$ cat src/hw/rtl/srr_pkg.sv
// Shared types, constants and helpers of the selective-repeat reorder block.
package srr_pkg;

   // Default number of reorder slots
   localparam int WINDOW_DEF  = 16;
   // Largest byte count a segment may carry; larger counts are clamped
   localparam int MAX_PAYLOAD = 1024;

   localparam int INDEX_W = 32;
   localparam int COUNT_W = 11;
   localparam int TAG_W   = 16;
   localparam int BYTES_W = 32;

   localparam int REQ_DATA_W = 64;
   localparam int RSP_DATA_W = 64;

   // Result kinds
   localparam logic KIND_DELIVER = 1'b0;
   localparam logic KIND_ACK     = 1'b1;

   typedef enum logic [2:0] {
      ST_IDLE,
      ST_SCAN,
      ST_HEAD,
      ST_DLV,
      ST_ACK
   } state_type;

   // One buffered early segment
   typedef struct packed {
      logic [COUNT_W-1:0] count;
      logic [TAG_W-1:0]   tag;
   } slot_entry_type;

   // One result transaction
   typedef struct packed {
      logic               kind;
      logic [TAG_W-1:0]   out_tag;
      logic [COUNT_W-1:0] out_count;
      logic [INDEX_W-1:0] ack_index;
      logic               dropped;
      logic               done_res;
      logic               last;
   } rsp_item_type;

   // Add a segment's bytes to the running total, saturating at all ones
   function automatic logic [BYTES_W-1:0] sat_add(input logic [BYTES_W-1:0] acc,
                                                  input logic [COUNT_W-1:0] n);
      logic [BYTES_W:0] sum;
      sum = {1'b0, acc} + (BYTES_W+1)'(n);
      return sum[BYTES_W] ? {BYTES_W{1'b1}} : sum[BYTES_W-1:0];
   endfunction

endpackage

$ cat src/hw/rtl/srr_slot_mem.sv
// Reorder slot memory: one write port, one registered read port.
module srr_slot_mem #(
   parameter int WINDOW = srr_pkg::WINDOW_DEF,
   parameter int SW     = $clog2(WINDOW)
) (
   input  logic                   clock,
   input  logic                   wr_en,
   input  logic [SW-1:0]          wr_addr,
   input  srr_pkg::slot_entry_type wr_data,
   input  logic [SW-1:0]          rd_addr,
   output srr_pkg::slot_entry_type rd_data
);
   import srr_pkg::*;

   slot_entry_type slot_ram [WINDOW];
   slot_entry_type rd_data_ff;

   // Store an early segment
   always_ff @(posedge clock) begin
      if (wr_en) begin
         slot_ram[wr_addr] <= wr_data;
      end
   end

   // Registered read: data for an address arrives in the next cycle
   always_ff @(posedge clock) begin
      rd_data_ff <= slot_ram[rd_addr];
   end

   assign rd_data = rd_data_ff;

endmodule

$ cat src/hw/rtl/srr_rsp_reg.sv
// Result output register: holds one transaction until the consumer takes it.
module srr_rsp_reg (
   input  logic                  clock,
   input  logic                  reset,
   input  logic                  load,
   input  srr_pkg::rsp_item_type item,
   output logic                  free,
   output logic                  rsp_tvalid,
   input  logic                  rsp_tready,
   output srr_pkg::rsp_item_type rsp_item
);
   import srr_pkg::*;

   logic         valid_ff;
   logic         valid_in;
   rsp_item_type item_ff;
   rsp_item_type item_in;

   // Free when empty or when the held transaction leaves this cycle
   assign free = !valid_ff || rsp_tready;

   always_comb begin
      valid_in = valid_ff;
      item_in  = item_ff;
      if (load) begin
         valid_in = 1'b1;
         item_in  = item;
      end else if (rsp_tready) begin
         valid_in = 1'b0;
      end
   end

   always_ff @(posedge clock) begin
      if (reset) begin
         valid_ff <= 1'b0;
      end else begin
         valid_ff <= valid_in;
      end
   end

   always_ff @(posedge clock) begin
      item_ff <= item_in;
   end

   assign rsp_tvalid = valid_ff;
   assign rsp_item   = item_ff;

endmodule

$ cat src/hw/rtl/srr_ctrl.sv
// Reorder controller: window bookkeeping, slot scan and result sequencing.
module srr_ctrl #(
   parameter int WINDOW = srr_pkg::WINDOW_DEF,
   parameter int SW     = $clog2(WINDOW)
) (
   input  logic                           clock,
   input  logic                           reset,
   input  logic                           req_tvalid,
   output logic                           req_tready,
   input  logic [srr_pkg::INDEX_W-1:0]    seg_index,
   input  logic [srr_pkg::COUNT_W-1:0]    byte_count,
   input  logic [srr_pkg::TAG_W-1:0]      payload_tag,
   input  logic [srr_pkg::BYTES_W-1:0]    total_bytes,
   output logic                           mem_wr_en,
   output logic [SW-1:0]                  mem_wr_addr,
   output srr_pkg::slot_entry_type        mem_wr_data,
   output logic [SW-1:0]                  mem_rd_addr,
   input  srr_pkg::slot_entry_type        mem_rd_data,
   input  logic                           out_free,
   output logic                           out_load,
   output srr_pkg::rsp_item_type          out_item
);
   import srr_pkg::*;

   localparam int RW = $clog2(WINDOW + 1);

   state_type             state_ff, state_in;
   logic [INDEX_W-1:0]    exp_ff, exp_in;
   logic [BYTES_W-1:0]    acc_ff, acc_in;
   logic [SW-1:0]         exp_slot_ff, exp_slot_in;
   logic [WINDOW-1:0]     valid_ff, valid_in;
   logic [SW-1:0]         scan_ptr_ff, scan_ptr_in;
   logic [SW-1:0]         dlv_ptr_ff, dlv_ptr_in;
   logic [RW-1:0]         run_ff, run_in;
   logic [RW-1:0]         left_ff, left_in;
   logic                  pend_ff, pend_in;
   logic                  drop_ff, drop_in;
   logic [COUNT_W-1:0]    head_count_ff, head_count_in;
   logic [TAG_W-1:0]      head_tag_ff, head_tag_in;
   logic [SW-1:0]         rd_addr_q_ff;

   logic [COUNT_W-1:0]    cnt_clamp;
   logic [INDEX_W-1:0]    offset;
   logic                  seg_old;
   logic                  in_window;
   logic [SW:0]           slot_sum;
   logic [SW-1:0]         store_slot;
   logic                  done_now;

   // Step a slot pointer around the window
   function automatic logic [SW-1:0] slot_inc(input logic [SW-1:0] p);
      return (p == SW'(WINDOW - 1)) ? '0 : p + 1'b1;
   endfunction

   // Classify the offered segment against the window
   assign cnt_clamp  = (32'(byte_count) > 32'(MAX_PAYLOAD)) ? COUNT_W'(MAX_PAYLOAD)
                                                           : byte_count;
   assign seg_old    = seg_index < exp_ff;
   assign offset     = seg_index - exp_ff;
   assign in_window  = offset < 32'(WINDOW);
   assign slot_sum   = {1'b0, exp_slot_ff} + {1'b0, offset[SW-1:0]};
   assign store_slot = (slot_sum >= (SW+1)'(WINDOW)) ? SW'(slot_sum - (SW+1)'(WINDOW))
                                                      : slot_sum[SW-1:0];
   assign done_now   = acc_ff >= total_bytes;

   // Next state and datapath control
   always_comb begin
      state_in      = state_ff;
      exp_in        = exp_ff;
      acc_in        = acc_ff;
      exp_slot_in   = exp_slot_ff;
      valid_in      = valid_ff;
      scan_ptr_in   = scan_ptr_ff;
      dlv_ptr_in    = dlv_ptr_ff;
      run_in        = run_ff;
      left_in       = left_ff;
      pend_in       = 1'b0;
      drop_in       = drop_ff;
      head_count_in = head_count_ff;
      head_tag_in   = head_tag_ff;

      req_tready    = 1'b0;
      mem_wr_en     = 1'b0;
      mem_wr_addr   = store_slot;
      mem_wr_data   = '{count: cnt_clamp, tag: payload_tag};
      mem_rd_addr   = dlv_ptr_ff;
      out_load      = 1'b0;
      out_item      = '{kind: KIND_DELIVER, out_tag: '0, out_count: '0,
                        ack_index: exp_ff, dropped: 1'b0, done_res: done_now,
                        last: 1'b0};

      case (state_ff)
         ST_IDLE: begin
            req_tready = 1'b1;
            if (req_tvalid && !seg_old) begin
               drop_in = 1'b0;
               if (offset == '0) begin
                  // In-order: take its bytes, then look for buffered successors
                  head_count_in = cnt_clamp;
                  head_tag_in   = payload_tag;
                  acc_in        = sat_add(acc_ff, cnt_clamp);
                  exp_in        = exp_ff + 1'b1;
                  scan_ptr_in   = slot_inc(exp_slot_ff);
                  dlv_ptr_in    = slot_inc(exp_slot_ff);
                  run_in        = '0;
                  state_in      = ST_SCAN;
               end else if (in_window) begin
                  // Early: store or overwrite its slot
                  mem_wr_en             = 1'b1;
                  valid_in[store_slot]  = 1'b1;
                  state_in              = ST_ACK;
               end else begin
                  drop_in  = 1'b1;
                  state_in = ST_ACK;
               end
            end
         end

         ST_SCAN: begin
            // First pass: count the run and sum its bytes
            mem_rd_addr = scan_ptr_ff;
            if (pend_ff) begin
               acc_in = sat_add(acc_ff, mem_rd_data.count);
            end
            if (valid_ff[scan_ptr_ff] && (run_ff != RW'(WINDOW))) begin
               valid_in[scan_ptr_ff] = 1'b0;
               pend_in     = 1'b1;
               scan_ptr_in = slot_inc(scan_ptr_ff);
               run_in      = run_ff + 1'b1;
               exp_in      = exp_ff + 1'b1;
            end else begin
               exp_slot_in = scan_ptr_ff;
               left_in     = run_ff;
               state_in    = ST_HEAD;
            end
         end

         ST_HEAD: begin
            // Deliver the segment that arrived in order
            if (out_free) begin
               out_load           = 1'b1;
               out_item.out_tag   = head_tag_ff;
               out_item.out_count = head_count_ff;
               state_in           = (left_ff == '0) ? ST_ACK : ST_DLV;
            end
         end

         ST_DLV: begin
            // Second pass: release buffered successors in order
            if (out_free && (rd_addr_q_ff == dlv_ptr_ff)) begin
               out_load           = 1'b1;
               out_item.out_tag   = mem_rd_data.tag;
               out_item.out_count = mem_rd_data.count;
               mem_rd_addr        = slot_inc(dlv_ptr_ff);
               dlv_ptr_in         = slot_inc(dlv_ptr_ff);
               left_in            = left_ff - 1'b1;
               if (left_ff == RW'(1)) begin
                  state_in = ST_ACK;
               end
            end
         end

         ST_ACK: begin
            // Close the segment with a cumulative acknowledgment
            if (out_free) begin
               out_load         = 1'b1;
               out_item.kind    = KIND_ACK;
               out_item.dropped = drop_ff;
               out_item.last    = 1'b1;
               state_in         = ST_IDLE;
            end
         end

         default: begin
            state_in = ST_IDLE;
         end
      endcase
   end

   always_ff @(posedge clock) begin
      if (reset) begin
         state_ff    <= ST_IDLE;
         exp_ff      <= '0;
         acc_ff      <= '0;
         exp_slot_ff <= '0;
         valid_ff    <= '0;
         scan_ptr_ff <= '0;
         dlv_ptr_ff  <= '0;
         run_ff      <= '0;
         left_ff     <= '0;
         pend_ff     <= 1'b0;
         drop_ff     <= 1'b0;
      end else begin
         state_ff    <= state_in;
         exp_ff      <= exp_in;
         acc_ff      <= acc_in;
         exp_slot_ff <= exp_slot_in;
         valid_ff    <= valid_in;
         scan_ptr_ff <= scan_ptr_in;
         dlv_ptr_ff  <= dlv_ptr_in;
         run_ff      <= run_in;
         left_ff     <= left_in;
         pend_ff     <= pend_in;
         drop_ff     <= drop_in;
      end
   end

   // Head segment fields and the address behind the read data
   always_ff @(posedge clock) begin
      head_count_ff <= head_count_in;
      head_tag_ff   <= head_tag_in;
      rd_addr_q_ff  <= mem_rd_addr;
   end

endmodule

$ cat src/hw/rtl/selective_repeat_reorder.sv
// Top level of the selective-repeat reorder block.
//
// Receives segment descriptors and restores sequence order through a window of
// WINDOW slots held in a single-port-write, registered-read slot memory. A
// segment older than the next expected index produces nothing; one stored
// early or dropped beyond the window yields one acknowledgment. An in-order
// segment that releases buffered successors takes two passes: one over the
// slot memory sums the run's bytes so every result can carry the final index
// and done flag, and a second reads the slots again to deliver them. Output
// backpressure stalls the results. A new segment is taken while the last result
// still waits in the output register. The user writes total_bytes through the
// csr port only while the block idles; the block itself does not enforce this.
module selective_repeat_reorder #(
   parameter int WINDOW = srr_pkg::WINDOW_DEF
) (
   input  logic                               clock,
   input  logic                               reset,
   input  logic                               req_tvalid,
   output logic                               req_tready,
   // seg_index[31:0], byte_count[42:32], payload_tag[58:43], zero fill
   input  logic [srr_pkg::REQ_DATA_W-1:0]     req_tdata,
   output logic                               rsp_tvalid,
   input  logic                               rsp_tready,
   // out_tag[15:0], out_count[26:16], ack_index[58:27], dropped[59],
   // done_res[60], zero fill
   output logic [srr_pkg::RSP_DATA_W-1:0]     rsp_tdata,
   // kind
   output logic                               rsp_tuser,
   output logic                               rsp_tlast,
   input  logic                               csr_valid,
   output logic                               csr_ready,
   input  logic [srr_pkg::BYTES_W-1:0]        csr_data
);
   import srr_pkg::*;

   localparam int SW = $clog2(WINDOW);

   logic [BYTES_W-1:0] total_ff;
   logic [BYTES_W-1:0] total_in;

   logic               mem_wr_en;
   logic [SW-1:0]      mem_wr_addr;
   slot_entry_type     mem_wr_data;
   logic [SW-1:0]      mem_rd_addr;
   slot_entry_type     mem_rd_data;
   logic               out_free;
   logic               out_load;
   rsp_item_type       out_item;
   rsp_item_type       rsp_item;

   // Hold the configured transfer size
   assign csr_ready = 1'b1;
   assign total_in  = (csr_valid && csr_ready) ? csr_data : total_ff;

   always_ff @(posedge clock) begin
      if (reset) begin
         total_ff <= '0;
      end else begin
         total_ff <= total_in;
      end
   end

   srr_ctrl #(
      .WINDOW (WINDOW),
      .SW     (SW)
   ) u_ctrl (
      .clock       (clock),
      .reset       (reset),
      .req_tvalid  (req_tvalid),
      .req_tready  (req_tready),
      .seg_index   (req_tdata[31:0]),
      .byte_count  (req_tdata[42:32]),
      .payload_tag (req_tdata[58:43]),
      .total_bytes (total_ff),
      .mem_wr_en   (mem_wr_en),
      .mem_wr_addr (mem_wr_addr),
      .mem_wr_data (mem_wr_data),
      .mem_rd_addr (mem_rd_addr),
      .mem_rd_data (mem_rd_data),
      .out_free    (out_free),
      .out_load    (out_load),
      .out_item    (out_item)
   );

   srr_slot_mem #(
      .WINDOW (WINDOW),
      .SW     (SW)
   ) u_slot_mem (
      .clock   (clock),
      .wr_en   (mem_wr_en),
      .wr_addr (mem_wr_addr),
      .wr_data (mem_wr_data),
      .rd_addr (mem_rd_addr),
      .rd_data (mem_rd_data)
   );

   srr_rsp_reg u_rsp_reg (
      .clock      (clock),
      .reset      (reset),
      .load       (out_load),
      .item       (out_item),
      .free       (out_free),
      .rsp_tvalid (rsp_tvalid),
      .rsp_tready (rsp_tready),
      .rsp_item   (rsp_item)
   );

   // Pack the result transaction
   assign rsp_tdata = {3'b000, rsp_item.done_res, rsp_item.dropped, rsp_item.ack_index,
                       rsp_item.out_count, rsp_item.out_tag};
   assign rsp_tuser = rsp_item.kind;
   assign rsp_tlast = rsp_item.last;

endmodule

$ cat config.mk
export PLATFORM = sky130hd
export DESIGN_NAME = selective_repeat_reorder
export DESIGN_NICKNAME = d
export VERILOG_FILES = /design/src/hw/rtl/srr_pkg.sv /design/src/hw/rtl/srr_slot_mem.sv /design/src/hw/rtl/srr_rsp_reg.sv /design/src/hw/rtl/srr_ctrl.sv /design/src/hw/rtl/selective_repeat_reorder.sv
export SDC_FILE = /design/constraint.sdc
export NUM_CORES = 1
export LEC_CHECK = 0
export BUFFER_PORTS_ARGS = -buffer_cell sky130_fd_sc_hd__clkbuf_2
export CELL_PAD_IN_SITES_DETAIL_PLACEMENT = 0
export CELL_PAD_IN_SITES_GLOBAL_PLACEMENT = 1
export CORE_AREA = 2 2 308 371
export DETAILED_ROUTE_END_ITERATION = 7
export DIE_AREA = 0 0 310 373
export PLACE_DENSITY = 0.52
export SLEW_MARGIN = 20
export SYNTH_ARGS = -nofsm -noshare
export SYNTH_HDL_FRONTEND = slang
export SYNTH_SLANG_ARGS = --single-unit
$ cat constraint.sdc
create_clock -name clock -period 10.35 [get_ports clock]
set_input_delay 2.07 -clock clock [delete_from_list [all_inputs] [get_ports clock]]
set_output_delay 2.07 -clock clock [all_outputs]
set_load 0.005 [all_outputs]
==> results.sh <==
export IMPL_synthArstFlopShare_pct=0
export IMPL_die_h_um=373
export IMPL_slowest_delay_ns=0.82
export IMPL_cts_root_buffer="clkbuf_16"
export IMPL_synth_top_family_by_area="multiplexers"
export IMPL_coreArea_um2=112000
export IMPL_power_internal_w=0.00478
export IMPL_syn_area_um2=31100
export IMPL_path_clk_slew_ns=0.06
export IMPL_grt_pass1_wl_um=129000
export IMPL_synth_mux_area_fraction_pct=10.7
export IMPL_setup_viol=0
export IMPL_cts_setup_buffers=0
export IMPL_status="finished, final reports clean"
export IMPL_totalWireLength_um=86000
export IMPL_power_share_clock_pct=46.7
export IMPL_antenna_found_initial=2
export IMPL_syn_inst=2300
export IMPL_crit_chain="clkbuf_2 > inv_1 > ha_1 > fa_1 > nor2b_1 > o31ai_2 > a211oi_1 > nor3_1 > or3b_2 > a22oi_1 > nand4_1 > nor2_1 > nand2_1 > nor2_1 > nand2_1 > nor3_2 > buf_4"
export IMPL_area_growth_pct=17.1
export IMPL_path_max_fanout=20
export IMPL_layout_common_cells="521 x edfxtp_1, 171 x dfxtp_1, 159 x clkbuf_2, 150 x nor2_1"
export IMPL_synth_simple_area_share_pct=9.08
export IMPL_p_leak_nw=12.6
export IMPL_cts_hold_buf=0
export IMPL_crit_buf_inv=3
export IMPL_finalMaxSlewViolations=0
export IMPL_cts_sinks=692
export IMPL_placed_area_um2=33800
export IMPL_crit_family="simple AND/OR/NAND/NOR gates"
export IMPL_layout_cells_most_common="edfxtp_1"
export IMPL_dr_pass1_iters=5
export IMPL_cp_required_ns=10.64
export IMPL_synth_edf_count=521
export IMPL_clk_latency_ns=0.66
export IMPL_initial_core_util_pct=27.8
export IMPL_grt_ovfl_total=0
export IMPL_final_seq_area_um2=19100
export IMPL_port_buffers=160
export IMPL_min_path_type="flip-flop to flip-flop"
export IMPL_synth_xor_area_share_pct=1.88
export IMPL_postSynthAreaPerCell_um2=13.5
export IMPL_gp_congestion=0.857
export IMPL_via_per_inst=4.88
export IMPL_grt_max_degree=110
export IMPL_period_needed_ns=7.31
export IMPL_setup_tns_ns=0
export IMPL_crit_path_end_kind="flip-flop"
export IMPL_switchingPower_w=0.00134
export IMPL_crit_path_top_delay_cell="nor3_2"
export IMPL_ys_ff_latch=692
export IMPL_slew_headroom_pct=28.7
export IMPL_die_w_um=310
export IMPL_critPathArrivalTime_ns=7.60
export IMPL_yosysWarnings=0
export IMPL_synth_compound_area_share_pct=9.92
export IMPL_p_seq_share_pct=49.3
export IMPL_maxCapViolCount=0
export IMPL_cts_buffers=78
export IMPL_start_kind="input pin"
export IMPL_rsz0062_at_grt="no"
export IMPL_multi_input_area_um2=11300
export IMPL_cts_htree_levels=3
export IMPL_ant_nets=0
export IMPL_nFillCells=11100
export IMPL_num_io_pins=170
export IMPL_rows=135
export IMPL_die_area_um2=116000
export IMPL_dp_slack_ns=2.39
export IMPL_dominantRegCellSynth="edfxtp_1"
export IMPL_fmax_mhz=137
export IMPL_yosysSeqAreaShare_pct=61.2
export IMPL_drtIter0Drc=1348
export IMPL_track_usage_pct=14.8
export IMPL_tightest_slew_ns=1.07
export IMPL_cts_resized=0
export IMPL_clock_path_buffers=3
export IMPL_fin_skew_ns=0.0272
export IMPL_avgRoutedWirePerCell_um=21.3
export IMPL_fin_ws_ns=3.04
export IMPL_layout_nets=2666
export IMPL_vias=19700
export IMPL_drc=0
export IMPL_post_route_period_util_pct=70.6
export IMPL_dp_hpwl_um=53600
export IMPL_synth_cell_type_count=78
export IMPL_drive_gt1_share_pct=19.2
export IMPL_first_global_vias=20600
export IMPL_p_comb_share_pct=4.0
export IMPL_final_area_um2=36500
export IMPL_powerDensity_nw_per_um2=168
export IMPL_sw_frac_of_total_pct=21.9
export IMPL_yosys_area_share_adder_pct=4.28
export IMPL_cts_tree="yes"
export IMPL_path_class="input pin to flip-flop"
export IMPL_vdd_drop_max_mv=0.117
export IMPL_diodes=0
export IMPL_hold_violations=0
==> routing by layer <==
layer	global-route usage, %	vias up	routed length [um]
met5	0	-	0
met4	4.76	0	2000
met2	25.9	376	43600
met3	2.17	113	3150
met1	18.7	9956	37300
li1	-	9209	-
==> logic make-up (layout without fill, tap and decap cells) <==
| family | after synthesis | in the layout |
|---|---|---|
| DFF | 692 | 692 |
| and+or+nand+nor | 562 | 562 |
| AOI/OAI and AO/OA | 453 | 453 |
| buffers and inverters | 230 | 452 |
| muxes | 190 | 190 |
| adders and majority gates | 104 | 104 |
| xor gates and xnor gates | 67 | 67 |
| other | 2 | 4 |
==> flip-flops by register name, summed over array words and instances, names as in the netlist <==
name,flops
u_ctrl.valid_ff,16
u_ctrl.state_ff,3
u_rsp_reg.rsp_tvalid,1
total_ff,32
u_ctrl.head_count_ff,11
u_slot_mem.rd_data,27
u_ctrl.pend_ff,1
u_ctrl.run_ff,5
u_ctrl.scan_ptr_ff,4
u_ctrl.drop_ff,1
u_ctrl.exp_ff,32
u_rsp_reg.rsp_item,62
u_ctrl.acc_ff,32
u_slot_mem.slot_ram,432
u_ctrl.left_ff,5
u_ctrl.head_tag_ff,16
u_ctrl.exp_slot_ff,4
u_ctrl.rd_addr_q_ff,4
u_ctrl.dlv_ptr_ff,4
==> metrics by stage <==
step | cells | hold WS (ns) | power (W) | util [%]
global placement | 3888 | 0.424 | 0.00332 | 30.2
detailed placement | 3888 | 0.418 | 0.00332 | 30.2
floorplan | 2302 | 0.408 | 0.00321 | -
finish | 4031 | 0.431 | 0.00612 | 32.5
global route | 4031 | 0.450 | 0.00635 | 32.5
CTS | 4031 | 0.433 | 0.00622 | 32.5
==> final timing paths <==
check | from | end | slack [ns] | depth (start not counted)
worst min-delay path | u_ctrl.exp_ff[31] | u_rsp_reg.rsp_item[34] | 0.43 | 0
worst max-delay path | req_tdata[0] | u_slot_mem.slot_ram[1][16] | 3.04 | 17
worst max register to register | u_ctrl.exp_ff[2] | u_slot_mem.slot_ram[1][16] | 3.85 | 15
worst min register to register | u_ctrl.exp_ff[31] | u_rsp_reg.rsp_item[34] | 0.43 | 0
==> cells in the mapped netlist, drive strengths merged (11+ instances only) <==
master | number | share of area, %
a31oi | 12 | 0.26
o211ai | 12 | 0.29
nor2b | 53 | 1.1
o311ai | 11 | 0.31
a22o | 30 | 0.84
dfxtp | 171 | 11
and3 | 11 | 0.22
nor2 | 151 | 1.8
a21oi | 120 | 2.0
nand2b | 14 | 0.28
o31ai | 11 | 0.28
o21ai | 75 | 1.2
xor2 | 16 | 0.45
nor3 | 59 | 0.95
a211oi | 40 | 0.96
xnor2 | 51 | 1.4
mux2i | 74 | 2.4
nand2 | 110 | 1.3
buf | 42 | 0.63
nand4 | 51 | 1.0
o221ai | 13 | 0.37
inv | 108 | 1.3
o21a | 19 | 0.46
mux4 | 113 | 8.2
ha | 100 | 4.0
edfxtp | 521 | 50
a21o | 25 | 0.60
nand3 | 43 | 0.69
clkbuf | 80 | 0.96
and2 | 16 | 0.32
==> power by group through the flow <==
stage               Combinational, W  Clock (W)  Sequential (W)
floorplan                   0.000136          0         0.00307
global placement            0.000242          0         0.00308
detailed placement          0.000246          0         0.00308
CTS                         0.000247    0.00296         0.00302
global route                0.000271    0.00306         0.00302
finish                      0.000243    0.00286         0.00302
==> final cells by class <==
type	count	area share, %
timing repair buffer	201	3.12
sequential	692	52.3
tap	1507	5.17
inverter	108	1.11
clock buffer	95	5.70
multi-input combinational	1380	31.1
clock inverter	48	1.49
Note: power is estimated with default switching activity, not from simulation.
